`src/sv/three_level_priority_queue_macros.svh`:
```
// Assertion macros shared by the priority queue modules.
`ifndef THREE_LEVEL_PRIORITY_QUEUE_MACROS_SVH
`define THREE_LEVEL_PRIORITY_QUEUE_MACROS_SVH

// Property that must hold at every clock edge outside reset.
`define TPLQ_ASSERT(lbl, prop, msg) \
  lbl: assert property (@(posedge clk_i) disable iff (!rst_ni) (prop)) else $error(msg);

// Antecedent this cycle implies consequent at the next edge.
`define TPLQ_ASSERT_NEXT(lbl, ante, cons, msg) \
  lbl: assert property (@(posedge clk_i) disable iff (!rst_ni) (ante) |=> (cons)) else $error(msg);

`endif

```
`src/sv/tplq_pkg.sv`:
```
// Shared types and constants for the three-level priority queue.
package tplq_pkg;

  localparam int DEPTH_DEF = 64;
  localparam int NUM_LVL   = 3;
  localparam int DW        = 32;
  localparam int CFG_W     = 7;
  localparam logic [CFG_W-1:0] CFG_RESET = 7'd64;

  localparam logic CMD_INSERT = 1'b0;
  localparam logic CMD_REMOVE = 1'b1;

  typedef enum logic [2:0] {
    ST_INSERTED = 3'd0,
    ST_REMOVED  = 3'd1,
    ST_FULL     = 3'd2,
    ST_BADPRIO  = 3'd3,
    ST_EMPTY    = 3'd4
  } status_e;

  // Per-level memory strobes
  typedef struct packed {
    logic [NUM_LVL-1:0] wr_en;
    logic [NUM_LVL-1:0] rd_en;
  } ram_ctl_t;

  // Decision stage result handed to the output register
  typedef struct packed {
    logic    valid;
    status_e status;
    logic [1:0] src;
  } res_t;

endpackage

```
`src/sv/tplq_ram.sv`:
```
// One queue store: single write port, single registered read port.
module tplq_ram import tplq_pkg::*; #(
  parameter int DEPTH = DEPTH_DEF,
  parameter int AW    = 6
) (
  input  logic          clk_i,
  input  logic          wr_en_i,
  input  logic [AW-1:0] wr_addr_i,
  input  logic [DW-1:0] wr_data_i,
  input  logic          rd_en_i,
  input  logic [AW-1:0] rd_addr_i,
  output logic [DW-1:0] rd_data_o
);

  logic [DW-1:0] mem [DEPTH];
  logic [DW-1:0] rd_data_q;

  // write port
  always_ff @(posedge clk_i) begin
    if (wr_en_i) begin
      mem[wr_addr_i] <= wr_data_i;
    end
  end

  // read port, held until the next read
  always_ff @(posedge clk_i) begin
    if (rd_en_i) begin
      rd_data_q <= mem[rd_addr_i];
    end
  end

  assign rd_data_o = rd_data_q;

endmodule

```
`config.mk`:
```
export PLATFORM = sky130hd
export DESIGN_NAME = tplq_ram
export DESIGN_NICKNAME = d
export VERILOG_FILES = /design/src/sv/three_level_priority_queue_macros.svh /design/src/sv/tplq_pkg.sv /design/src/sv/tplq_ram.sv
export SDC_FILE = /design/constraint.sdc
export NUM_CORES = 2
export LEC_CHECK = 0
export ABC_AREA = 0
export BUFFER_PORTS_ARGS = -buffer_cell sky130_fd_sc_hd__buf_2
export CAP_MARGIN = 20
export CORE_MARGIN = 1.5
export CORE_UTILIZATION = 55
export DETAILED_ROUTE_END_ITERATION = 10
export GPL_ROUTABILITY_DRIVEN = 0
export GPL_TIMING_DRIVEN = 0
export PLACE_DENSITY = 0.74
export SYNTH_ARGS = -nofsm -noshare
export SYNTH_HDL_FRONTEND = slang
export SYNTH_SLANG_ARGS = --single-unit
```
`constraint.sdc`:
```
create_clock -name clk_i -period 7.9 [get_ports clk_i]
set_input_delay 0.395 -clock clk_i [delete_from_list [all_inputs] [get_ports clk_i]]
set_output_delay 0.395 -clock clk_i [all_outputs]
set_load 0.005 [all_outputs]
```
# After elaboration in Yosys (flattened, before gate mapping)

Memories as Yosys holds them, arrays and structs flattened. A register that Yosys moved wholly into a read port is not among the register bits.
Cells that the tools add are included.

Multiplexer cells: 2

Operator list:

| cell   | number |
|---|---|
| $mux 1 | 2 |

Memories: 1
Output and inout bits: 32
Register bits: 0
Word-level logic and storage cells: 3
Input port bits: 47
Memory bits (writable): 2048

Memory list:

| memory | depth | width | rd ports | clocked after Yosys merged registers in | wr ports | line           | text |
|---|---|---|---|---|---|---|---|
| mem    | 64    | 32    | 1        | 1                                       | 1        | tplq_ram.sv:15 | `logic [DW-1:0] mem [DEPTH];` |

# Depth between registers and ports, before layout

Word-level depth: 2
Gate-level depth with buffers: 10
Gate-level depth less buffers: 5

# Least setup slack after synthesis

No wires, ideal clock.

Kind: input -> register
From: in wr_addr_i[3]
To: mem mem[48][0] (enable)
Setup time: 461 ps
Data required time: 7439 ps
Path buffers: 1
Path slack: 4345 ps
Data arrival time: 3094 ps
Cell stages on the path: 4
Cell sequence: clkbuf_1 nor2b_1 nand4b_1 nor3_1

RTL lines:

| what            | line           | text |
|---|---|---|
| start, declared | tplq_ram.sv:8  | `input logic [AW-1:0] wr_addr_i,` |
| end, declared   | tplq_ram.sv:15 |  |

Straight into the memory's write port.

==> impl_metrics.json <==
{
  "p_sw_mw": 5.05,
  "leakage_nw": 28.3,
  "ioPinCount": 79,
  "maxSlewHeadroom_pct": 12.0,
  "dp_hpwl_um": 146000,
  "synth_enable_flop_cells": 2080,
  "postSynthAreaPerCell_um2": 23.7,
  "num_rows": 138,
  "slowest_delay_ns": 1.02,
  "yosysWarnings": 0,
  "post-route-util_pct": 63.9,
  "whs_ns": 0.00352,
  "clock_path_buffers": 3,
  "synth_fa_ha_area_share_pct": 0,
  "ys_seq_area_share_pct": 79.2,
  "antenna_found_initial": 14,
  "worst_pin_slew_ns": 1.32,
  "grt-ovfl-total": 0,
  "first_iter_violations": 7166,
  "violations": "design-rule violations",
  "dpl_cell_area_mm2": 0.0839,
  "path_cells": "buf_2 -> clkbuf_1 -> clkbuf_1 -> mux4_2 -> mux4_2 -> o22ai_1 -> nor2_1",
  "drive_gt1_share_pct": 30.1,
  "crit_family": "buffers and inverters",
  "arrival_ns": 4.37,
  "fin_area_mm2": 0.0908,
  "rsz0062_at_grt": "no",
  "cts_resized": 0,
  "cts_tree": "built",
  "initial_utilization_pct": 55.5,
  "synth_top_family_by_area": "multiplexers",
  "crit_type": "input pin to register",
  "hold_viol": 0,
  "avgRoutedWirePerCell_um": 40.0,
  "h-tree-depth": 4,
  "coreArea_mm2": 0.142,
  "synth_compound_area_share_pct": 1.67,
  "ys.flop_type": "edfxtp_1",
  "fmax_ghz": 0.258,
  "num-nets-final": 3771,
  "vdd_ir_drop_max_v": 0.000263,
  "final_common_cell": "edfxtp_1",
  "grt_pass1_wl_um": 314000,
  "crit_path_start_kind": "input pin",
  "slowest_stage": "o22ai_1",
  "p_per_area_mw_per_mm2": 253,
  "root_buffer": "clkbuf_16",
  "setup_tns_ns": 0,
  "die-area_mm2": 0.146,
  "path_max_fanout": 10,
  "io_buffers": 70,
  "place_inst": 5381,
  "clock-sinks": 2080,
  "ys_ff_latch": 2080,
  "muxShareOfSynthArea_pct": 16.7,
  "layout_common_cells": "2,080 x edfxtp_1, 544 x mux4_2, 200 x clkbuf_16, 128 x buf_2, 104 x clkbuf_1",
  "r2r_slack_ns": 4.87,
  "max_cap_violations": 0,
  "holdCritPathClass": "input pin to register",
  "numCtsBuffers": 198,
  "slew_viol_final": 0,
  "period_needed_ns": 3.87,
  "drt_pre_antenna_iters": 9,
  "comb_power_share_pct": 5.8,
  "skew_ns": 0.0214,
  "power.internal_mw": 17.9,
  "power_frac_seq_pct": 53.4,
  "syn-cell-area_mm2": 0.0788,
  "period_share_pct": 49.0,
  "cp.required_ns": 8.40,
  "route.detailed.drc": 1,
  "post_cts_buffers": 0,
  "antenna_left": 0,
  "async_reset_ff_share_pct": 0,
  "setup_violations": 0,
  "drt-total-wl_um": 232000,
  "grt_pass1_vias": 39566,
  "path_buf_inv": 3,
  "p_sw_share_pct": 22.0,
  "clkLatencyLatePin_ns": 0.84,
  "ctsHoldBuffers": 3,
  "synth_cell_types": 33,
  "finalNonFillerCells": 5794,
  "synth_nets": 3371,
  "vias": 40436,
  "status": "finished with violations",
  "grt_max_degree": 65,
  "crit_path_end_kind": "register",
  "die_w_um": 382,
  "vias_per_cell": 6.98,
  "yosys.area_share.simple_pct": 1.26,
  "syn_to_final_growth_pct": 15.1,
  "clkTransAtPathRegs_ns": 0.06,
  "clkPwrFrac_pct": 40.8,
  "die_y_um": 382,
  "track_usage_pct": 32.0,
  "synth_xor_xnor_area_share_pct": 0,
  "synth_cells": 3324
}
-- routing by layer --
metal	global-route usage, %	part of all wire [%]
met1	42.1	34
met4	18.2	6.7
met3	9.91	14
met2	47.8	45
met5	0	0.032
-- synthesized netlist by cell type (all sizes together), types with 8 or more instances --
cell type / instances / area (um^2)
clkbuf: 74 / 278
nand2b: 8 / 50.1
a21oi: 62 / 310
o22ai: 84 / 526
nor2b: 15 / 93.8
nor2: 137 / 514
edfxtp: 2080 / 62500
nand2: 26 / 97.6
mux4: 544 / 12300
o221ai: 27 / 236
a311oi: 8 / 70.1
buf: 108 / 608
a22oi: 12 / 90.1
mux2i: 93 / 931
-- cell families after synthesis --
family / Yosys count
muxes: 637
AOI/OAI and AO/OA: 202
buffers and inverters: 182
and+or+nand+nor: 223
DFF: 2080
-- cell type report --
cell class	instances	area, um^2
diodes	14	35.0
plain buffers	182	888
clock buffers	231	5120
clock inverters	135	1210
fillers	8883	51200
multi-input cells	1062	16000
flip-flops and latches	2080	62500
well taps	1890	2360
repair buffers	200	2710
-- state kept, by name, indices dropped and copies added, names as in the netlist --
name / count
mem: 2048
rd_data_o: 32
-- stage by stage --
stage / power (mW) / setup slack, ns
global route: 23.4 / 4.12
CTS: 22.9 / 4.17
floorplan: 13.1 / 4.35
finish: 22.9 / 4.03
detailed placement: 13.7 / 3.30
global placement: 13.7 / 1.11
-- path summary, 6_finish.rpt --
path	startpoint	endpoint	cells after the start
max	rd_addr_i[1]	rd_data_o[21]	7
min	wr_data_i[8]	mem[38][8]	1
max reg2reg	mem[22][21]	rd_data_o[21]	4
min reg2reg	mem[18][1]	rd_data_o[1]	4
-- power groups by stage --
stage / logic, mW / clock network [mW] / registers, mW
global route: 1.34 / 9.78 / 12.3
global placement: 1.17 / 0 / 12.5
floorplan: 0.595 / 0 / 12.5
finish: 1.32 / 9.36 / 12.3
CTS: 1.26 / 9.37 / 12.3
detailed placement: 1.25 / 0 / 12.5
-- worst register-to-register path, cell delays in order (launching register included) --
cell      delay [ns]
edfxtp_1        0.39
mux4_2          0.48
mux4_2          0.56
o22ai_1         1.02
nor2_1          0.27
No activity file was read; power rests on OpenSTA's default activity.
