File: src/sv/three_level_priority_queue_macros.svh
// Assertion macros shared by the priority queue modules.
`ifndef THREE_LEVEL_PRIORITY_QUEUE_MACROS_SVH
`define THREE_LEVEL_PRIORITY_QUEUE_MACROS_SVH

// Property that must hold at every clock edge outside reset.
`define TPLQ_ASSERT(lbl, prop, msg) \
  lbl: assert property (@(posedge clk_i) disable iff (!rst_ni) (prop)) else $error(msg);

// Antecedent this cycle implies consequent at the next edge.
`define TPLQ_ASSERT_NEXT(lbl, ante, cons, msg) \
  lbl: assert property (@(posedge clk_i) disable iff (!rst_ni) (ante) |=> (cons)) else $error(msg);

`endif

File: src/sv/tplq_pkg.sv
// Shared types and constants for the three-level priority queue.
package tplq_pkg;

  localparam int DEPTH_DEF = 64;
  localparam int NUM_LVL   = 3;
  localparam int DW        = 32;
  localparam int CFG_W     = 7;
  localparam logic [CFG_W-1:0] CFG_RESET = 7'd64;

  localparam logic CMD_INSERT = 1'b0;
  localparam logic CMD_REMOVE = 1'b1;

  typedef enum logic [2:0] {
    ST_INSERTED = 3'd0,
    ST_REMOVED  = 3'd1,
    ST_FULL     = 3'd2,
    ST_BADPRIO  = 3'd3,
    ST_EMPTY    = 3'd4
  } status_e;

  // Per-level memory strobes
  typedef struct packed {
    logic [NUM_LVL-1:0] wr_en;
    logic [NUM_LVL-1:0] rd_en;
  } ram_ctl_t;

  // Decision stage result handed to the output register
  typedef struct packed {
    logic    valid;
    status_e status;
    logic [1:0] src;
  } res_t;

endpackage

File: src/sv/tplq_oreg.sv
// Output register: takes the decision and read data, holds them under stall.
`include "three_level_priority_queue_macros.svh"

module tplq_oreg import tplq_pkg::*; (
  input  logic                         clk_i,
  input  logic                         rst_ni,
  input  res_t                         res_i,
  input  logic [NUM_LVL-1:0][DW-1:0]   rd_data_i,
  output logic                         take_o,
  output logic                         out_valid_o,
  input  logic                         out_stall_i,
  output logic [2:0]                   status_o,
  output logic signed [DW-1:0]         data_out_o,
  output logic [1:0]                   source_queue_o
);

  logic          valid_q;
  status_e       status_q;
  logic [1:0]    src_q;
  logic [DW-1:0] data_q, data_d;
  logic          load;

  assign take_o = ~valid_q | ~out_stall_i;
  assign load   = res_i.valid & take_o;

  // pick the read data of the level that gave the word
  always_comb begin
    data_d = '0;
    if (res_i.status == ST_REMOVED) begin
      case (res_i.src)
        2'd1:    data_d = rd_data_i[0];
        2'd2:    data_d = rd_data_i[1];
        2'd3:    data_d = rd_data_i[2];
        default: data_d = '0;
      endcase
    end
  end

  always_ff @(posedge clk_i or negedge rst_ni) begin
    if (!rst_ni) begin
      valid_q <= 1'b0;
    end else if (take_o) begin
      valid_q <= res_i.valid;
    end
  end

  always_ff @(posedge clk_i) begin
    if (load) begin
      status_q <= res_i.status;
      src_q    <= res_i.src;
      data_q   <= data_d;
    end
  end

  assign out_valid_o    = valid_q;
  assign status_o       = status_q;
  assign data_out_o     = data_q;
  assign source_queue_o = src_q;

  `TPLQ_ASSERT(a_zero_data, !valid_q || status_q == ST_REMOVED || data_q == '0, "data on a non-remove word")

endmodule

File: config.mk
export PLATFORM = sky130hd
export DESIGN_NAME = tplq_oreg
export DESIGN_NICKNAME = d
export VERILOG_FILES = /design/src/sv/tplq_pkg.sv /design/src/sv/tplq_oreg.sv
export VERILOG_INCLUDE_DIRS = /design/src /design/src/sv
export SDC_FILE = /design/constraint.sdc
export NUM_CORES = 1
export LEC_CHECK = 0
export ABC_AREA = 1
export BUFFER_PORTS_ARGS = -buffer_cell sky130_fd_sc_hd__buf_2
export CAP_MARGIN = 5
export CORE_UTILIZATION = 40
export CTS_BUF_LIST = sky130_fd_sc_hd__clkbuf_4 sky130_fd_sc_hd__clkbuf_8
export DETAILED_ROUTE_END_ITERATION = 12
export GPL_TIMING_DRIVEN = 0
export PLACE_DENSITY = 0.87
export SETUP_SLACK_MARGIN = 0.2
export SLEW_MARGIN = 10
export SYNTH_ARGS = -nofsm -noshare
export SYNTH_HDL_FRONTEND = slang
export SYNTH_SLANG_ARGS = --single-unit
File: constraint.sdc
create_clock -name clk_i -period 2.5 [get_ports clk_i]
set_clock_uncertainty 0.05 [all_clocks]
set_input_delay 0.5 -clock clk_i [delete_from_list [all_inputs] [get_ports clk_i]]
set_output_delay 0.5 -clock clk_i [all_outputs]
set_load 0.05 [all_outputs]
# Yosys cells after proc, flatten, opt, wreduce, memory -nomap -nowiden
# Cells that the tools add are included.
dict set report classes {
  mux 1
  bitwise_logic 4
  eq_ne 4
}
# op n
set ops {}
lappend ops {{32-bit one-hot mux with 3 select lines} 1}
lappend ops {{2-bit == test, second input constant} 2}
lappend ops {{3-bit by 1-bit == test with 1-bit output, second input constant} 1}
lappend ops {{2-bit by 1-bit == test with 1-bit output, second input constant} 1}
lappend ops {{1-bit NOT} 2}
lappend ops {{1-bit AND} 1}
lappend ops {{1-bit OR} 1}
dict set report totals {
  in_bits 105
  elab_cells 13
  ff_bits 38
}

# Depth between registers and ports, before layout
# Gate-level depths: netlist of run 1.
dict set report depth {
  word_depth 3
  depth_mapped 6
}

# Worst setup path after synthesis of run 1
# No wires, ideal clock.
dict set report synth_timing {
  path_kind {reg-to-reg}
  startpoint {register valid_q (netlist: out_valid_o)}
  endpoint {register data_q[0] (netlist: data_out_o[0]) (enable)}
  arrival_time_ps 2490
  stages_incl_launch_ff 2
  slack_ps -484
  synth_period_minus_slack_ps 2984
  n_path_buf 0
  t_required_ps 2007
  setup_ps 443
  path_cell_list {dfrtp_1 a21oi_1}
}
dict set report synth_between {
  elab_chain_len 3
}
# element line_no
set synth_rtl {}
lappend synth_rtl {{start: declaration} tplq_oreg.sv:17} ;# logic valid_q;
lappend synth_rtl {{start signal: assignment} tplq_oreg.sv:43} ;# valid_q <= res_i.valid;
lappend synth_rtl {{1-bit NOT} tplq_oreg.sv:23} ;# assign take_o = ~valid_q | ~out_stall_i;
lappend synth_rtl {{1-bit OR} tplq_oreg.sv:23}
lappend synth_rtl {{1-bit AND} tplq_oreg.sv:24} ;# assign load = res_i.valid & take_o;
lappend synth_rtl {{named net load} tplq_oreg.sv:21} ;# logic load;
lappend synth_rtl {{end signal: assignment} tplq_oreg.sv:51} ;# data_q <= data_d;
lappend synth_rtl {{end: declaration} tplq_oreg.sv:20} ;# logic [DW-1:0] data_q, data_d;
# The timed path passes the listed nets, and every way through them passes these cells.
# A chain may end at the register's enable or synchronous reset.

# Worst setup path in the final report of run 1
dict set report layout_timing {
  startpoint {register valid_q (netlist: out_valid_o)}
  endpoint {output port take_o}
}
dict set report layout_between {
  elab_chain_len 2
}
# element line_no
set layout_rtl {}
lappend layout_rtl {{1-bit NOT} tplq_oreg.sv:23}
lappend layout_rtl {{1-bit OR} tplq_oreg.sv:23}
lappend layout_rtl {{end: declaration} tplq_oreg.sv:9} ;# output logic take_o,
# No other way between the ends.

==> impl_metrics.env, run 1 <==
export IMPL_r2r_start="out_valid_o"
export IMPL_reg2reg_depth=2
export IMPL_whs_ps=347
export IMPL_finalSetupViolCount=0
export IMPL_avgSynthCellArea_um2=8.51
export IMPL_postCtsResizedCells=0
export IMPL_initial_utilization_pct=42.7
export IMPL_post_route_period_util_pct=64.8
export IMPL_nFillCells=488
export IMPL_crit_path_max_fanout=3
export IMPL_grt_pass1_vias=2346
export IMPL_cp_start_kind="flop"
export IMPL_power_ir_vdd_worst_uv=257
export IMPL_post_route_drc_count=0
export IMPL_reg2reg_slack_ps=1030
export IMPL_grt_remaining_overflow=0
export IMPL_place_area_um2=3070
export IMPL_via_count=2445
export IMPL_cts_root_buf="clkbuf_8"
export IMPL_yosys_area_top_type="edfxtp_1"
export IMPL_post_synth_top_count_cell="nand3_1"
export IMPL_dp_final_hpwl_mm=4.90
export IMPL_antenna_left=0
export IMPL_rows=26
export IMPL_synth_seq_cells=38
export IMPL_drt_wirelength_per_cell_um=13.6
export IMPL_power_w=0.00159
export IMPL_finalNetCount=520
export IMPL_antenna_found_initial=0
export IMPL_synth_top_area_share_pct=49.6
export IMPL_fmax_mhz=617
export IMPL_relSlewSlack_pct=69.0
export IMPL_yosys_warnings=0
export IMPL_wirelength_mm=6.62
export IMPL_drtPass1Iterations=6
export IMPL_r2r_end="data_out_o[26]"
export IMPL_clk_path_buf_depth=2
export IMPL_ys_seq_area_share_pct=50.8
export IMPL_h_tree_depth=2
export IMPL_power_density_nw_per_um2=501
export IMPL_leakagePower_nw=1.76
export IMPL_synth_cell_type_count=12
export IMPL_synth_area_leaders="edfxtp_1 50%, nand3_1 29%, inv_1 6.0%"
export IMPL_antenna_cells=0
export IMPL_drv_slew=0
export IMPL_multiInputGateArea_um2=802
export IMPL_core_area_um2=5240
export IMPL_yosys_top_cells_count="128 x nand3_1, 37 x edfxtp_1, 36 x inv_1, 34 x nand2_1, 9 x buf_2"
export IMPL_clk_latency_ps=280
export IMPL_hold_viol=0
export IMPL_dp_cells=477
export IMPL_status="finished, final reports clean"
export IMPL_worst_slew_pin_slew_ps=464
export IMPL_synth_edf_count=37
export IMPL_vias_per_cell=5.03
export IMPL_hold_path_startpoint="res_i[3]"
export IMPL_fin_setup_tns_ps=0
export IMPL_cp_arrival_ps=1070
export IMPL_fin_area_um2=3180
export IMPL_die_y_um=76.8
export IMPL_min_to="status_o[1]"
export IMPL_area_growth_pct=42.1
export IMPL_seqCellArea_um2=1140
export IMPL_clkSlewWorstSetupHoldPaths_ps=80
export IMPL_finalNonFillerCells=486
export IMPL_min_path_cells=1
export IMPL_ioPinCount=144
export IMPL_cts_tree="built"
export IMPL_cts_buffers_inserted=5
export IMPL_portBuffers=143
export IMPL_cap_violations=0
export IMPL_grt_usage_pct=23.2
export IMPL_hp_class="in2reg"
export IMPL_synthArstFlopShare_pct=2.63
export IMPL_synthFlopType="edfxtp_1"
export IMPL_rsz0062_at_grt="no"
export IMPL_syn_cell_area_um2=2240
export IMPL_crit_type="reg2out"
export IMPL_synthCells=263
export IMPL_grt_pass1_wl_mm=10.8
export IMPL_critPathCaptureType="output pin"
export IMPL_clock_sinks=38
export IMPL_synth_nets=368
export IMPL_drt_iter0_drc=137
export IMPL_die_x_um=76.8
export IMPL_grt_max_degree=27
export IMPL_gp_congestion=0.858
export IMPL_die_area_um2=5900
export IMPL_layout_drive_gt1_share_pct=42.5
export IMPL_min_period_ps=1620
export IMPL_required_ps=1950
critical path, stage by stage (launching register included):
cell and delay, ps:
dfrtp_1 430, nand2_1 100, buf_2 260
cell usage in the layout, fill, tap and decap left out:
master,instances
buf_2,152
nand3_1,128
edfxtp_1,37
inv_1,36
nand2_1,34
buf_6,7
buf_4,7
clkbuf_8,6
clkbuf_4,2
a21oi_4,1
nor2_1,1
nand3b_1,1
nor2_2,1
dlygate4sd3_1,1
buf_12,1
dfrtp_1,1
state kept, by name (all words and copies together), names as in the netlist:
register and flops:
data_out_o 32, source_queue_o 2, status_o 3, out_valid_o 1
repair_timing:
item                      CTS  global route
hold endpoints to repair    1             0
hold buffers                1             0
setup buffers               0             0
stage by stage:
| step | util (%) | worst slack (ps) |
|---|---|---|
| after global placement | 58.1 | -126 |
| after CTS | 60.7 | 866 |
| after detailed placement | 58.7 | 829 |
| after global routing | 60.7 | 836 |
| after floorplan | - | 338 |
| final | 60.7 | 879 |
routing by layer:
layer / wire length (um) / track usage, % / vias to the layer above
met5: 0 / 0 / -
met4: 116 / 10.0 / 0
met3: 431 / 4.40 / 16
met2: 3410 / 41.0 / 118
met1: 2650 / 27.2 / 1110
li1: - / - / 1201
where the power goes:
part / switching [W] / internal, W / leakage [nW]
clock network: 0.000206 / 0.000247 / 0.0523
registers: 0.00000769 / 0.000731 / 0.380
logic: 0.000258 / 0.000144 / 1.33
total: 0.000471 / 0.00112 / 1.76
logic make-up after synthesis:
group / count (synthesis) / share of synthesized area, %
and+or+nand+nor: 165 / 35.1
buffers and inverters: 59 / 13.9
DFF: 38 / 50.8
AOI/OAI and AO/OA: 1 / 0.223
worst max-delay path by stage:
stage / from / endpoint / slack [ps]
2_1_floorplan: out_valid_o / data_out_o[0] / 340
5_1_grt: out_valid_o / take_o / 840
4_1_cts: out_valid_o / take_o / 870
3_3_place_gp: out_stall_i / data_out_o[0] / -130
3_5_place_dp: out_stall_i / status_o[2] / 830
6_report: out_valid_o / take_o / 880
cell type report:
type	instances	area share, %
clock buffers	8	3.07
well taps	70	2.75
flip-flops and latches	38	35.7
inverters	36	4.25
multi-input cells	166	25.2
plain buffers	23	5.55
repair buffers	145	23.4
Note: power is estimated with default switching activity, not from simulation.
==> run 2: changes to the inputs <==
- clock period: 2.5 -> 1.4 ns (I/O delays scaled with it)
==> run 2 against run 1 <==
Effect of this change: count of clock-buffer cells in the layout shrank 3; register-to-register slack lost 890 ps; critical path type unchanged; global-route usage is essentially flat; flip-flop and latch count is the same; via count grew 1.5%; combinational power grew 100%; non-clock buffer count grew 3; sequential share of layout area shrank 2.7 points; worst setup slack lost 770 ps; critical endpoint unchanged.
==> impl_metrics.env, run 2 (synthesized netlist as in run 1, its figures left out) <==
export IMPL_status="finished, final reports clean"
export IMPL_cts_root_buf="clkbuf_8"
export IMPL_antenna_left=0
export IMPL_fin_setup_tns_ps=0
export IMPL_power_ir_vdd_worst_uv=378
export IMPL_crit_path_max_fanout=3
export IMPL_antenna_cells=0
export IMPL_dp_cells=476
export IMPL_min_path_cells=1
export IMPL_hp_class="in2reg"
export IMPL_largest_reg_flops=32
export IMPL_drv_slew=0
export IMPL_grt_pass1_wl_mm=10.6
export IMPL_clk_latency_ps=280
export IMPL_seqCellArea_um2=1140
export IMPL_rsz0062_at_grt="yes"
export IMPL_cts_buffers_inserted=5
export IMPL_finalSetupViolCount=0
export IMPL_min_to="status_o[1]"
export IMPL_leakagePower_nw=1.84
export IMPL_nFillCells=459
export IMPL_relSlewSlack_pct=83.4
export IMPL_grt_pass1_vias=2341
export IMPL_portBuffers=143
export IMPL_final_common_cell="nand3_1"
export IMPL_cp_start_kind="flop"
export IMPL_crit_type="reg2out"
export IMPL_power_density_nw_per_um2=818
export IMPL_layout_common_cells="128 x nand3_1, 116 x buf_2, 38 x buf_6"
export IMPL_finalNetCount=524
export IMPL_grt_max_degree=20
export IMPL_area_growth_pct=53.9
export IMPL_cap_violations=0
export IMPL_h_tree_depth=2
export IMPL_post_route_period_util_pct=92.0
export IMPL_wirelength_mm=6.86
export IMPL_drt_iter0_drc=140
export IMPL_min_period_ps=1290
export IMPL_gp_congestion=0.787
export IMPL_ioPinCount=144
export IMPL_multiInputGateArea_um2=821
export IMPL_finalNonFillerCells=490
export IMPL_layout_drive_gt1_share_pct=42.9
export IMPL_core_area_um2=5240
export IMPL_crit_slowest_cell="dfrtp_2"
export IMPL_r2r_start="out_valid_o"
export IMPL_drtPass1Iterations=5
export IMPL_rows=26
export IMPL_clk_path_buf_depth=2
export IMPL_required_ps=1070
export IMPL_die_area_um2=5900
export IMPL_post_route_drc_count=0
export IMPL_vias_per_cell=5.06
export IMPL_die_x_um=76.8
export IMPL_via_count=2481
export IMPL_initial_utilization_pct=42.7
export IMPL_dp_final_hpwl_mm=4.80
export IMPL_crit_path_max_incr_delay_ps=430
export IMPL_r2r_end="data_out_o[23]"
export IMPL_timing_critical_path_cells="nand2_2 -> buf_8"
export IMPL_grt_usage_pct=23.2
export IMPL_die_y_um=76.8
export IMPL_clkSlewWorstSetupHoldPaths_ps=70
export IMPL_critPathCaptureType="output pin"
export IMPL_drt_wirelength_per_cell_um=14.0
export IMPL_antenna_found_initial=0
export IMPL_clock_sinks=38
export IMPL_cts_tree="built"
export IMPL_cp_arrival_ps=960
export IMPL_hold_viol=0
export IMPL_worst_slew_pin_slew_ps=251
export IMPL_reg2reg_depth=3
export IMPL_fmax_mhz=776
export IMPL_reg2reg_slack_ps=140
export IMPL_hold_path_startpoint="res_i[3]"
export IMPL_grt_remaining_overflow=0
[run 2: cell types whose count changed in the layout (fill, tap and decap cells not counted), moves of 2 or more]
cell,delta
buf_2,-36
buf_6,+31
buf_4,+5
clkinv_1,+3
buf_12,+2
clkbuf_4,-2
[run 2: report_power, final]
group	total (W)	switching [W]	internal (W)
registers	0.00133	0.0000247	0.00131
logic	0.000808	0.000475	0.000332
clock network	0.000676	0.000344	0.000332
[run 2: layer usage]
metal  wire length, um  track usage, %
met1              2640            25.5
met2              3680            43.4
met3               454            5.12
met4                87            8.46
met5                 0               0
[run 2: metrics by stage]
stage	area [um^2]	hold WS (ps)	worst slack (ps)	power, W	utilization (%)
6_report	3440	136	112	0.00282	65.8
5_1_grt	3440	127	85.1	0.00294	65.8
4_1_cts	3320	126	114	0.00280	63.4
3_5_place_dp	3050	11.7	-399	0.00205	58.3
3_3_place_gp	3050	5.30	-362	0.00204	58.3
2_1_floorplan	2250	-65.6	-275	0.00179	-
[run 2: critical path: cells and delay by family, from the launching register on]
family                 cells  cell delay (ps)
DFF                        1              430
and+or+nand+nor            1              100
buffers and inverters      1              150
[run 2: how the worst max path moves through the flow]
| stage | startpoint | endpoint | slack [ps] | cells after the start |
|---|---|---|---|---|
| 2_1_floorplan | out_valid_o | data_out_o[0] | -280 | 1 |
| 3_3_place_gp | out_valid_o | status_o[2] | -360 | 1 |
| 3_5_place_dp | out_valid_o | status_o[2] | -400 | 1 |
| 4_1_cts | out_valid_o | take_o | 110 | 2 |
| 5_1_grt | out_valid_o | take_o | 90 | 2 |
| 6_report | out_valid_o | take_o | 110 | 2 |
[run 2: what timing repair did]
item	in CTS	in global routing
pin swaps	3	0
resized for setup	34	48
hold buffers	1	0
endpoints found under the hold margin	1	0
setup buffers	4	0
cloned	1	0
endpoints found under the setup margin	63	73
[run 2: area by class of cell]
class	instances	area share, %
sequential	38	33.0
tap	70	2.54
multi-input combinational	167	23.8
inverter	36	3.92
buffer	23	5.12
timing repair buffer	148	29.2
clock inverter	3	0.327
clock buffer	5	2.00
