--- config.mk ---
export PLATFORM = sky130hd
export DESIGN_NAME = tplq_ctrl
export DESIGN_NICKNAME = d
export VERILOG_FILES = /design/src/sv/tplq_pkg.sv /design/src/sv/tplq_ctrl.sv
export VERILOG_INCLUDE_DIRS = /design/src /design/src/sv
export SDC_FILE = /design/constraint.sdc
export NUM_CORES = 1
export LEC_CHECK = 0
export BUFFER_PORTS_ARGS = -buffer_cell sky130_fd_sc_hd__clkbuf_2
export CORE_MARGIN = 5
export CORE_UTILIZATION = 50
export CTS_CLUSTER_SIZE = 30
export DETAILED_ROUTE_END_ITERATION = 8
export PLACE_DENSITY = 0.74
export SLEW_MARGIN = 20
export SYNTH_ARGS = -nofsm -noshare
export SYNTH_HDL_FRONTEND = slang
export SYNTH_SLANG_ARGS = --single-unit
--- constraint.sdc ---
create_clock -name clk_i -period 3.48 [get_ports clk_i]
set_clock_uncertainty 0.15 [all_clocks]
set_input_delay 0.696 -clock clk_i [delete_from_list [all_inputs] [get_ports clk_i]]
set_output_delay 0.696 -clock clk_i [all_outputs]
set_load 0.01 [all_outputs]
--- src/sv/three_level_priority_queue_macros.svh ---
// Assertion macros shared by the priority queue modules.
`ifndef THREE_LEVEL_PRIORITY_QUEUE_MACROS_SVH
`define THREE_LEVEL_PRIORITY_QUEUE_MACROS_SVH

// Property that must hold at every clock edge outside reset.
`define TPLQ_ASSERT(lbl, prop, msg) \
  lbl: assert property (@(posedge clk_i) disable iff (!rst_ni) (prop)) else $error(msg);

// Antecedent this cycle implies consequent at the next edge.
`define TPLQ_ASSERT_NEXT(lbl, ante, cons, msg) \
  lbl: assert property (@(posedge clk_i) disable iff (!rst_ni) (ante) |=> (cons)) else $error(msg);

`endif

--- src/sv/tplq_pkg.sv ---
// Shared types and constants for the three-level priority queue.
package tplq_pkg;

  localparam int DEPTH_DEF = 64;
  localparam int NUM_LVL   = 3;
  localparam int DW        = 32;
  localparam int CFG_W     = 7;
  localparam logic [CFG_W-1:0] CFG_RESET = 7'd64;

  localparam logic CMD_INSERT = 1'b0;
  localparam logic CMD_REMOVE = 1'b1;

  typedef enum logic [2:0] {
    ST_INSERTED = 3'd0,
    ST_REMOVED  = 3'd1,
    ST_FULL     = 3'd2,
    ST_BADPRIO  = 3'd3,
    ST_EMPTY    = 3'd4
  } status_e;

  // Per-level memory strobes
  typedef struct packed {
    logic [NUM_LVL-1:0] wr_en;
    logic [NUM_LVL-1:0] rd_en;
  } ram_ctl_t;

  // Decision stage result handed to the output register
  typedef struct packed {
    logic    valid;
    status_e status;
    logic [1:0] src;
  } res_t;

endpackage

--- src/sv/tplq_ctrl.sv ---
// Queue pointers, counts, depth register and per-word decision stage.
`include "three_level_priority_queue_macros.svh"

module tplq_ctrl import tplq_pkg::*; #(
  parameter int DEPTH = DEPTH_DEF,
  parameter int AW    = 6
) (
  input  logic                         clk_i,
  input  logic                         rst_ni,
  input  logic                         in_valid_i,
  input  logic                         cmd_i,
  input  logic [1:0]                   priority_req_i,
  output logic                         in_stall_o,
  input  logic                         cfg_valid_i,
  input  logic [CFG_W-1:0]             cfg_data_i,
  output logic                         cfg_ready_o,
  input  logic                         take_i,
  output res_t                         res_o,
  output ram_ctl_t                     ram_ctl_o,
  output logic [NUM_LVL-1:0][AW-1:0]   wr_addr_o,
  output logic [NUM_LVL-1:0][AW-1:0]   rd_addr_o
);

  localparam int CW = $clog2(DEPTH + 1);
  localparam int LW = (CW > CFG_W) ? CW : CFG_W;
  localparam int SW = ((AW > CW) ? AW : CW) + 1;

  logic [NUM_LVL-1:0][AW-1:0] head_q, head_d, head_inc;
  logic [NUM_LVL-1:0][CW-1:0] cnt_q, cnt_d;
  logic [CFG_W-1:0]           depth_q;
  logic                       valid_q;
  status_e                    status_q, status_d;
  logic [1:0]                 src_q, src_d;

  logic                 fire;
  logic [LW-1:0]        lim;
  logic [NUM_LVL-1:0]   full, nonempty, ins_dec, rem_sel;
  logic [SW-1:0]        sum [NUM_LVL];
  ram_ctl_t             ctl;

  // handshake: stall only while the decision register cannot drain
  assign in_stall_o  = valid_q & ~take_i;
  assign fire        = in_valid_i & ~in_stall_o;
  assign cfg_ready_o = 1'b1;

  // effective depth limit
  assign lim = (LW'(depth_q) > LW'(DEPTH)) ? LW'(DEPTH) : LW'(depth_q);

  // per-level status, tail address and head increment
  always_comb begin
    for (int l = 0; l < NUM_LVL; l++) begin
      full[l]     = LW'(cnt_q[l]) >= lim;
      nonempty[l] = cnt_q[l] != '0;
      sum[l]      = SW'(head_q[l]) + SW'(cnt_q[l]);
      wr_addr_o[l] = (sum[l] >= SW'(DEPTH)) ? AW'(sum[l] - SW'(DEPTH)) : AW'(sum[l]);
      rd_addr_o[l] = head_q[l];
      head_inc[l]  = (head_q[l] == AW'(DEPTH - 1)) ? '0 : head_q[l] + 1'b1;
    end
  end

  // insert target and remove winner (level one first)
  assign ins_dec = {priority_req_i == 2'd3, priority_req_i == 2'd2,
                    priority_req_i == 2'd1};
  assign rem_sel = {nonempty[2] & ~nonempty[1] & ~nonempty[0],
                    nonempty[1] & ~nonempty[0],
                    nonempty[0]};

  // command decision
  always_comb begin
    ctl      = '0;
    status_d = ST_EMPTY;
    src_d    = 2'd0;
    if (cmd_i == CMD_INSERT) begin
      if (priority_req_i == 2'd0) begin
        status_d = ST_BADPRIO;
      end else begin
        src_d = priority_req_i;
        if ((ins_dec & full) != '0) begin
          status_d = ST_FULL;
        end else begin
          status_d  = ST_INSERTED;
          ctl.wr_en = ins_dec & {NUM_LVL{fire}};
        end
      end
    end else begin
      if (nonempty != '0) begin
        status_d  = ST_REMOVED;
        ctl.rd_en = rem_sel & {NUM_LVL{fire}};
        src_d     = rem_sel[0] ? 2'd1 : (rem_sel[1] ? 2'd2 : 2'd3);
      end
    end
  end

  assign ram_ctl_o = ctl;

  // pointer and count updates
  always_comb begin
    head_d = head_q;
    cnt_d  = cnt_q;
    for (int l = 0; l < NUM_LVL; l++) begin
      if (ctl.wr_en[l]) begin
        cnt_d[l] = cnt_q[l] + 1'b1;
      end
      if (ctl.rd_en[l]) begin
        cnt_d[l]  = cnt_q[l] - 1'b1;
        head_d[l] = head_inc[l];
      end
    end
  end

  // control registers
  always_ff @(posedge clk_i or negedge rst_ni) begin
    if (!rst_ni) begin
      head_q  <= '0;
      cnt_q   <= '0;
      depth_q <= CFG_RESET;
      valid_q <= 1'b0;
    end else begin
      head_q <= head_d;
      cnt_q  <= cnt_d;
      if (cfg_valid_i && cfg_ready_o) begin
        depth_q <= cfg_data_i;
      end
      if (fire) begin
        valid_q <= 1'b1;
      end else if (take_i) begin
        valid_q <= 1'b0;
      end
    end
  end

  // decision payload
  always_ff @(posedge clk_i) begin
    if (fire) begin
      status_q <= status_d;
      src_q    <= src_d;
    end
  end

  assign res_o = '{valid: valid_q, status: status_q, src: src_q};

  `TPLQ_ASSERT(a_one_access, $onehot0(ctl.wr_en | ctl.rd_en), "two stores touched by one word")
  `TPLQ_ASSERT_NEXT(a_ins_status, ctl.wr_en != '0, valid_q && status_q == ST_INSERTED, "write without inserted status")
  `TPLQ_ASSERT_NEXT(a_idle_hold, !fire, $stable(cnt_q) && $stable(head_q), "queue state moved without a word")

endmodule

# ---- Yosys cells after proc, flatten, opt, wreduce, memory -nomap -nowiden
# Cells that the tools add are included.
dict set report word_totals {
  regBits 52
  latch_bits 0
  ramBits 0
  mem_bits_ro 0
  input_bits 15
  out_inout_bits 50
  word_cells 89
  mem_count 0
}
dict set report classes {
  addsub 15
  n_mul 0
  div_mod_pow 0
  order_cmp 7
  n_eq_ne 6
  shifts 0
  muxes 29
  bitwise_logic 12
  n_reduce_logical 10
}
# cell count
set op_table {}
lappend op_table {{$mux W7} 7}
lappend op_table {{$mux W6} 6}
lappend op_table {{$add A6 B7 Y8} 3}
lappend op_table {{$ge A8 B7 Y1 const B} 3}
lappend op_table {{$add A7 B1 Y7 const B} 3}
lappend op_table {{$ge A7 B7 Y1} 3}
lappend op_table {{$mux W3} 7}
lappend op_table {{$reduce_bool A7 Y1} 3}
lappend op_table {{$sub A7 B1 Y7 const B} 3}
lappend op_table {{$add A6 B1 Y6 const B} 3}
lappend op_table {{$eq A6 B6 Y1 const B} 3}
lappend op_table {{$sub A6 B1 Y6 const B} 3}
lappend op_table {{$mux W2} 6}
lappend op_table {{$and A3 B3 Y3} 3}
lappend op_table {{$reduce_bool A2 Y1} 4}
lappend op_table {{$gt A7 B7 Y1 const B} 1}
lappend op_table {{$reduce_bool A3 Y1} 2}
lappend op_table {{$and A1 B1 Y1} 5}
lappend op_table {{$eq A2 B2 Y1 const B} 2}
lappend op_table {{$not A1 Y1} 4}
lappend op_table {{$mux W1} 3}
lappend op_table {{$eq A2 B1 Y1 const B} 1}
lappend op_table {{$logic_not A2 Y1} 1}

# ---- Logic depth before layout (Yosys ltp)
# Gate-level depths: netlist of the first run.
dict set report logic_depth {
  ltp_word 10
  mapped_depth 11
  depth_no_buf 10
}

# ---- Worst setup path after synthesis of the first run
# OpenSTA, ideal clock, no wires.
dict set report synth_timing {
  path_type {input -> register}
  startpoint {input port take_i}
  endpoint {register cnt_q[6] (netlist name)}
  setup_time_ps 71
  t_arrival_ps 3035
  required_ps 3259
  path_slack_ps 224
  cell_stages 11
  path_buffers 1
  path_cell_list {nand2b_1 > and3_1 > buf_2 > nand2_1 > clkinv_1 > ha_1 > nor2b_1 > o31ai_1 > a21oi_1 > or3_1 > nand4_1}
}
# item line
set synth_lines {}
lappend synth_lines {{start: declaration} tplq_ctrl.sv:17} ;# input logic take_i,
lappend synth_lines {{end signal: assignment} tplq_ctrl.sv:120} ;# cnt_q <= cnt_d;
lappend synth_lines {{end: declaration} tplq_ctrl.sv:29} ;# logic [NUM_LVL-1:0][CW-1:0] cnt_q, cnt_d;

==> results of run 1 <==
==> placed cells by master, fill, tap and decap left out, types with 3 or more instances in the layout <==
cell type and instances:
dfrtp_1 46, buf_4 9, o21bai_1 6, and2_1 3, o21ai_0 14, o211ai_1 3, o21ai_1 3, a21oi_1 24
nand2b_1 7, nor2_1 15, inv_1 26, clkbuf_8 5, o2111ai_1 3, nand3_1 6, a21o_1 17, nor3_1 5
clkbuf_2 63, ha_1 54, o21a_1 3, or4_1 3, nand4_1 8, edfxtp_1 5, a211oi_1 4, a31oi_1 4
xor2_1 5, nand2_1 29, fa_1 6, o31ai_1 8, and3_1 5, xnor2_1 31, nor2b_1 4, mux2_2 19
==> sequential cells by signal, indices dropped and copies added (netlist names) <==
register / cells
status_q: 3
src_q: 2
valid_q: 1
rd_addr_o: 18
cnt_q: 21
depth_q: 7
==> worst reg2reg max path: cells and delay by family, from the launching register on <==
family,cells,cell delay [ns]
and+or+nand+nor,5,1.62
DFF,1,0.48
AOI/OAI and AO/OA,3,0.42
adders and majority gates,1,0.36
buffers and inverters,1,0.13
==> power by group <==
| part | total (uW) | switching [uW] | internal (uW) |
|---|---|---|---|
| registers | 1020 | 261 | 759 |
| clock network | 345 | 208 | 137 |
| logic | 1800 | 936 | 860 |
| total | 3160 | 1400 | 1760 |
==> metrics by stage <==
stage	util	instances	total power [uW]	setup WS, ns
2_1_floorplan	-	402	2250	0.224
3_3_place_gp	0.578	570	2760	0.271
3_5_place_dp	0.578	570	2830	0.213
4_1_cts	0.589	578	3190	0.0483
5_1_grt	0.589	578	3460	0.0182
6_report	0.589	578	3160	0.127
==> metal layers <==
layer / vias up / GRT usage / wire length [um]
met5: - / 0 / 0
met4: 0 / 0.0452 / 132
met3: 16 / 0.0313 / 567
met2: 105 / 0.303 / 4220
met1: 1563 / 0.259 / 4210
li1: 1609 / - / -
==> area by class of cell <==
type                       count  area share
inverter                      28      0.0229
clock inverter                 3     0.00299
multi-input combinational    316       0.559
tap                          102      0.0278
sequential                    52       0.289
clock buffer                   5      0.0150
timing repair buffer          72      0.0833
==> cell families (layout without fill, tap and decap cells) <==
group                    Yosys count  count (layout)  synth area share
multiplexers                      21              21            0.0579
other                              1               1          0.000929
XOR/XNOR                          36              36            0.0781
AND/OR/NAND/NOR                   94              94             0.125
buffers and inverters             34             108            0.0341
adder cells (fa/ha/maj)           60              60             0.197
AO/OA/AOI/OAI                    104             104             0.178
flip-flops                        52              52             0.329
==> worst paths after layout <==
check | startpoint | cells after the start | endpoint
max in group asynchronous | rst_ni | 2 | depth_q[6]
worst min-delay path | rst_ni | 1 | rd_addr_o[10]
min in group clk_i | depth_q[0] | 1 | depth_q[0]
worst max-delay path | depth_q[6] | 8 | ram_ctl_o[3]
worst max register to register | cnt_q[9] | 10 | cnt_q[13]
worst min register to register | depth_q[0] | 1 | depth_q[0]
==> run metrics, run 1 <==
PortBufs=63; DRT Wirelength=9.13 mm; Core Area=7810 um^2; Seq/Total Area, Yosys=0.329; Reg2Reg Setup Slack=0.25 ns; share of cells above drive strength 1=0.231; synth unique cells=55; Async SR Flop Fraction=0.904; Mapped Cells=402; CTS Root Cell=clkbuf_8; most frequent cell after synthesis=ha_1; Clock Sinks=52; crit share post-route=0.963; power per cell area=687 nW/um^2; RSZ-0062 raised after global routing=false; setup_tns=0 ns; initial antenna violation count=0; Finished Cell Area=4600 um^2; Chip Width=99.9 um; outcome=finished, final reports clean; Initial DRC Count=111; Synth top cells by count=ha_1, dfrtp_1, xnor2_1; gr usage total=0.186; clock buffer depth=2; DR pass1 iterations=4; Leak=0.00226 uW; #FFs+latches synth=52; DIE AREA=9970 um^2; gp weighted congestion=0.891; Detailed Place HPWL=7.14 mm; total nets after synthesis=477; Final ANT Viol Nets=0; DR WL/cell=15.8 um; Mean Syn Cell Area=10.0 um^2; synthesized cell area=4040 um^2; starting density of the core=0.517; Setup Crit Path Kind=register to primary output; CTS Hold Bufs=0; Top delay family on crit path=compound AO/OA/AOI/OAI gates; crit-path cells=inv_1 -> nand2_1 -> ha_1 -> and3_1 -> a221oi_1 -> o21ai_1 -> nor2_1 -> clkbuf_2; Worst-Margin Slew=0.837 ns; fmax=0.298 GHz; clock slew at reported path FFs=0.10 ns; # fillers=673; Arr. time, crit path=2.51 ns; Synth Warn #=0; Max-Cap Viols=0; DRC viols=0; via count=3293; maximum vdd ir drop=677 uV; Slowest-stage cell, CP=dfstp_2; Die H=99.9 um; relative slew slack=0.442; area share of the largest cell type after synthesis=0.285; FF+latch area=1330 um^2; first-pass GRT wire length=15.2 mm; diode count=0; Synth area leader=dfrtp_1; final hold slack=0.311 ns; count of final setup violators=0; Nets=550; Clk Latency, worst-skew pair=0.31 ns; Max stage delay on crit path=0.54 ns; startpoint types=register; Synth-to-Final Area Change=13.9%; Period minus WS final=3.35 ns; I/O Pins=65; CTS Buf Count=5; worst endpoint required time=2.63 ns; Worst Path Max Fanout=9; area post-placement=4520 um^2; number of gates resized after cts=0; CP Capture Type=primary output; crit path buf inv count=2; Multi-input gate area=2570 um^2; largest net degree at the start of global routing=31; number of enable flip-flop cells after synthesis=5; total gr overflow=0; Max Slew Vio Count=0; row count=32; TritonCTS clock tree=yes; Post-synth top flop=dfrtp_1; Final Hold Viols=0; Post-CTS Setup Inserts=0; H-Tree Level Count=2; top cells by area, synth=dfrtp_1, ha_1, xnor2_1; HP Class=primary input to asynchronous set/reset pin; Vias/cell=5.70; vias in the first global route=3210
(Power assumes the default switching activity.)
==> inputs of run 2 (changes only) <==
Settings changed: CELL_PAD_IN_SITES_DETAIL_PLACEMENT set to 1, CELL_PAD_IN_SITES_GLOBAL_PLACEMENT set to 1, CORE_UTILIZATION 50 to 45, PLACE_DENSITY 0.74 to 0.84.
==> run metrics, run 2 (same netlist as run 1, synthesis figures left out) <==
outcome=finished, final reports clean; # fillers=1022; Final ANT Viol Nets=0; Setup Crit Path Kind=register to register; maximum vdd ir drop=584 uV; Worst Path Max Fanout=6; H-Tree Level Count=2; first-pass GRT wire length=17.8 mm; final cell count without fillers=587; Int Pwr=1820 uW; startpoint types=register; Tot Pwr=3280 uW; total gr overflow=0; fin util=0.532; Clock Sinks=52; Psw=1470 uW; via count=3403; CTS Buf Count=5; DR WL/cell=18.0 um; Clk Latency, worst-skew pair=0.31 ns; crit share post-route=0.945; Core Area=8720 um^2; clock slew at reported path FFs=0.10 ns; Chip Width=105 um; most frequent cells in the layout=clkbuf_2, ha_1, dfrtp_1; Synth-to-Final Area Change=14.9%; Arr. time, crit path=3.36 ns; gp weighted congestion=0.863; Initial DRC Count=84; Die H=105 um; Detailed Place HPWL=8.40 mm; max FFs per register=21; setup_tns=0 ns; CTS Hold Bufs=0; I/O Pins=65; power per cell area=708 nW/um^2; Nets=553; initial antenna violation count=0; clock buffer depth=2; commonest non-fill, non-tap cell in the layout=clkbuf_2; DRT Wirelength=10.5 mm; count of final setup violators=0; DIE AREA=11000 um^2; Clock power frac=0.113; vias in the first global route=3667; Reg with most FFs=cnt_q; RSZ-0062 raised after global routing=false; TritonCTS clock tree=yes; starting density of the core=0.463; Max-Cap Viols=0; PortBufs=63; HP Class=primary input to asynchronous set/reset pin; Cells after DPL=579; Vias/cell=5.80; diode count=0; largest net degree at the start of global routing=48; Period minus WS final=3.29 ns; Max Slew Vio Count=0; CP Capture Type=register; Leak=0.00228 uW; Comb pwr share=0.580; row count=34; DR pass1 iterations=4; Final Hold Viols=0; worst endpoint required time=3.55 ns; Reg power frac=0.308; gr usage total=0.194; relative slew slack=0.569; DRC viols=0; Worst-Margin Slew=0.646 ns; fmax=0.304 GHz; share of cells above drive strength 1=0.236; switching share of power=0.447; CTS Root Cell=clkbuf_8
run 2: critical path, stage by stage (launching register included):
cell	delay (ns)
dfrtp_1	0.48
or4_4	0.57
or2_4	0.30
nand3_4	0.14
inv_1	0.14
ha_1	0.37
nor2b_1	0.22
o31ai_1	0.13
a21o_1	0.20
or4_1	0.40
o2111ai_1	0.11
run 2: metrics by stage:
| step | setup slack (ns) | cell area (um^2) | hold slack, ns |
|---|---|---|---|
| after floorplan | 0.224 | 4040 | 0.250 |
| after detailed placement | 0.106 | 4550 | 0.350 |
| final | 0.190 | 4640 | 0.325 |
| after global placement | 0.250 | 4550 | 0.337 |
| after CTS | 0.173 | 4640 | 0.364 |
| after global routing | 0.0381 | 4640 | 0.384 |
run 2: what timing repair did:
action                                 in CTS  in global routing
resized for setup                           0                  1
setup endpoints to repair                   0                  1
buffers inserted                            0                  0
endpoints found under the hold margin       0                  0
run 2: worst paths after layout:
check | start | end | slack (ns) | depth (start not counted)
min in group clk_i | depth_q[0] | depth_q[0] | 0.37 | 1
hold / removal | rst_ni | rd_addr_o[10] | 0.32 | 2
setup reg to reg | cnt_q[11] | cnt_q[13] | 0.19 | 10
max in group asynchronous | rst_ni | cnt_q[17] | 2.40 | 2
hold reg to reg | depth_q[0] | depth_q[0] | 0.37 | 1
setup / recovery | cnt_q[11] | cnt_q[13] | 0.19 | 10
run 2: final cells by class:
type,instances,area (um^2),share of cell area
Multi-Input combinational cell,316,2580,0.555
Sequential cell,52,1330,0.286
Timing Repair Buffer,75,405,0.0874
Tap cell,108,135,0.0291
Inverter,28,105,0.0227
Clock buffer,8,90.1,0.0194
run 2: power by group through the flow:
stage          Sequential, uW  Combinational (uW)  Clock, uW
5_1_grt                  1040                2140        396
3_5_place_dp             1020                1900          0
3_3_place_gp             1010                1790          0
6_report                 1010                1900        370
4_1_cts                  1010                1920        376
2_1_floorplan             959                1290          0
run 2: per-layer routing:
metal  track usage  vias to the layer above  part of all wire
met5             0                        -                 0
met4        0.0384                        0            0.0061
met3        0.0364                        9             0.043
met2         0.340                       65              0.51
met1         0.249                     1721              0.44
li1              -                     1608                 -
==> inputs of run 3 (changes only) <==
Settings changed: CTS_BUF_LIST set to sky130_fd_sc_hd__clkbuf_4 sky130_fd_sc_hd__clkbuf_8 sky130_fd_sc_hd__clkbuf_16.
==> run metrics, run 3 (same netlist as run 1, synthesis figures left out) <==
most frequent cells in the layout=clkbuf_2, ha_1, dfrtp_1; Nets=553; HP Class=primary input to asynchronous set/reset pin; diode count=0; I/O Pins=65; crit path buf inv count=1; Max-Cap Viols=0; Clock power frac=0.116; setup_tns=0 ns; DIE AREA=11000 um^2; switching share of power=0.443; Arr. time, crit path=3.36 ns; Detailed Place HPWL=8.40 mm; startpoint types=register; relative slew slack=0.577; DRT Wirelength=10.5 mm; share of cells above drive strength 1=0.240; RSZ-0062 raised after global routing=false; row count=34; vias in the first global route=3683; DRC viols=0; initial antenna violation count=0; Initial DRC Count=80; Setup Crit Path Kind=register to register; Psw=1460 uW; CTS Root Cell=clkbuf_8; Slowest-stage cell, CP=or4_4; crit-path cells=or4_4 -> or2_4 -> nand3_4 -> inv_1 -> ha_1 -> nor2b_1 -> o31ai_1 -> a21o_1 -> or4_1 -> o2111ai_1; Core Area=8720 um^2; DR WL/cell=17.9 um; total gr overflow=0; Post-CTS Setup Inserts=0; Final ANT Viol Nets=0; clock buffer depth=2; Int Pwr=1830 uW; TritonCTS clock tree=yes; CTS Hold Bufs=0; commonest non-fill, non-tap cell in the layout=clkbuf_2; Die H=105 um; Leak=0.00228 uW; gr usage total=0.194; Chip Width=105 um; Top delay family on crit path=simple AND/OR/NAND/NOR gates; count of final setup violators=0; Comb pwr share=0.577; Period minus WS final=3.29 ns; largest net degree at the start of global routing=48; starting density of the core=0.463; final critical-path setup slack=0.190 ns; Reg with most FFs=cnt_q; via count=3409; worst endpoint required time=3.55 ns; clock slew at reported path FFs=0.10 ns; PortBufs=63; Vias/cell=5.81; Worst-Margin Slew=0.634 ns; crit share post-route=0.945; Max stage delay on crit path=0.57 ns; dpl ws=0.106 ns; Clock Sinks=52; DR pass1 iterations=4; first-pass GRT wire length=17.7 mm; CTS Buf Count=5; power per cell area=708 nW/um^2; Synth-to-Final Area Change=15.1%; Worst Path Max Fanout=6; CP Capture Type=register; H-Tree Level Count=2; fin util=0.533; Final Hold Viols=0; maximum vdd ir drop=586 uV; outcome=finished, final reports clean; max FFs per register=21; Reg power frac=0.306; gp weighted congestion=0.863; fmax=0.304 GHz; Clk Latency, worst-skew pair=0.31 ns; Max Slew Vio Count=0
==> run 3: cell counts in the layout (fill, tap and decap cells not counted) <==
Identical to the previous run, type by type.
==> run 3: worst reg2reg max path, cell delays in order, from the launching register on <==
cell	delay [ns]
dfrtp_1	0.47
or4_4	0.57
or2_4	0.30
nand3_4	0.14
inv_1	0.13
ha_1	0.37
nor2b_1	0.22
o31ai_1	0.13
a21o_1	0.20
or4_1	0.40
o2111ai_1	0.12
==> run 3: stage by stage <==
stage	power (uW)	hold slack, ns	cells	instance area (um^2)
3_5_place_dp	2930	0.350	579	4550
5_1_grt	3590	0.384	587	4650
3_3_place_gp	2800	0.337	579	4550
6_report	3290	0.325	587	4650
4_1_cts	3320	0.364	587	4640
2_1_floorplan	2250	0.250	402	4040
==> run 3: routing by layer <==
| layer | global-route usage | share of wire |
|---|---|---|
| met1 | 0.251 | 0.43 |
| met3 | 0.0321 | 0.045 |
| met2 | 0.341 | 0.52 |
| met4 | 0.0393 | 0.0040 |
| met5 | 0 | 0 |
==> run 3: final cells by class <==
class,count,area [um^2]
Inverter,28,105
Clock buffer,8,97.6
Timing Repair Buffer,75,405
Sequential cell,52,1330
Tap cell,108,135
Multi-Input combinational cell,316,2580
Fill cell,1029,4070
==> run 3: what timing repair did <==
item                                    CTS  global route
resized for setup                         0             1
endpoints found under the hold margin     0             0
endpoints found under the setup margin    0             1
==> run 3: final timing paths <==
path                                  from       endpoint  slack [ns]  cells after the start
worst min register to register  depth_q[0]     depth_q[0]        0.37                      1
max in group asynchronous           rst_ni      cnt_q[15]        2.41                      2
min in group clk_i              depth_q[0]     depth_q[0]        0.37                      1
worst max-delay path             cnt_q[11]      cnt_q[13]        0.19                     10
worst min-delay path                rst_ni  rd_addr_o[11]        0.32                      2
worst max register to register   cnt_q[11]      cnt_q[13]        0.19                     10
==> run 3: power by group through the flow <==
stage               clock (uW)  sequential [uW]  combinational, uW
floorplan                    0              959               1290
global placement             0             1010               1790
detailed placement           0             1020               1900
CTS                        390             1010               1920
global route               411             1040               2140
finish                     383             1010               1900
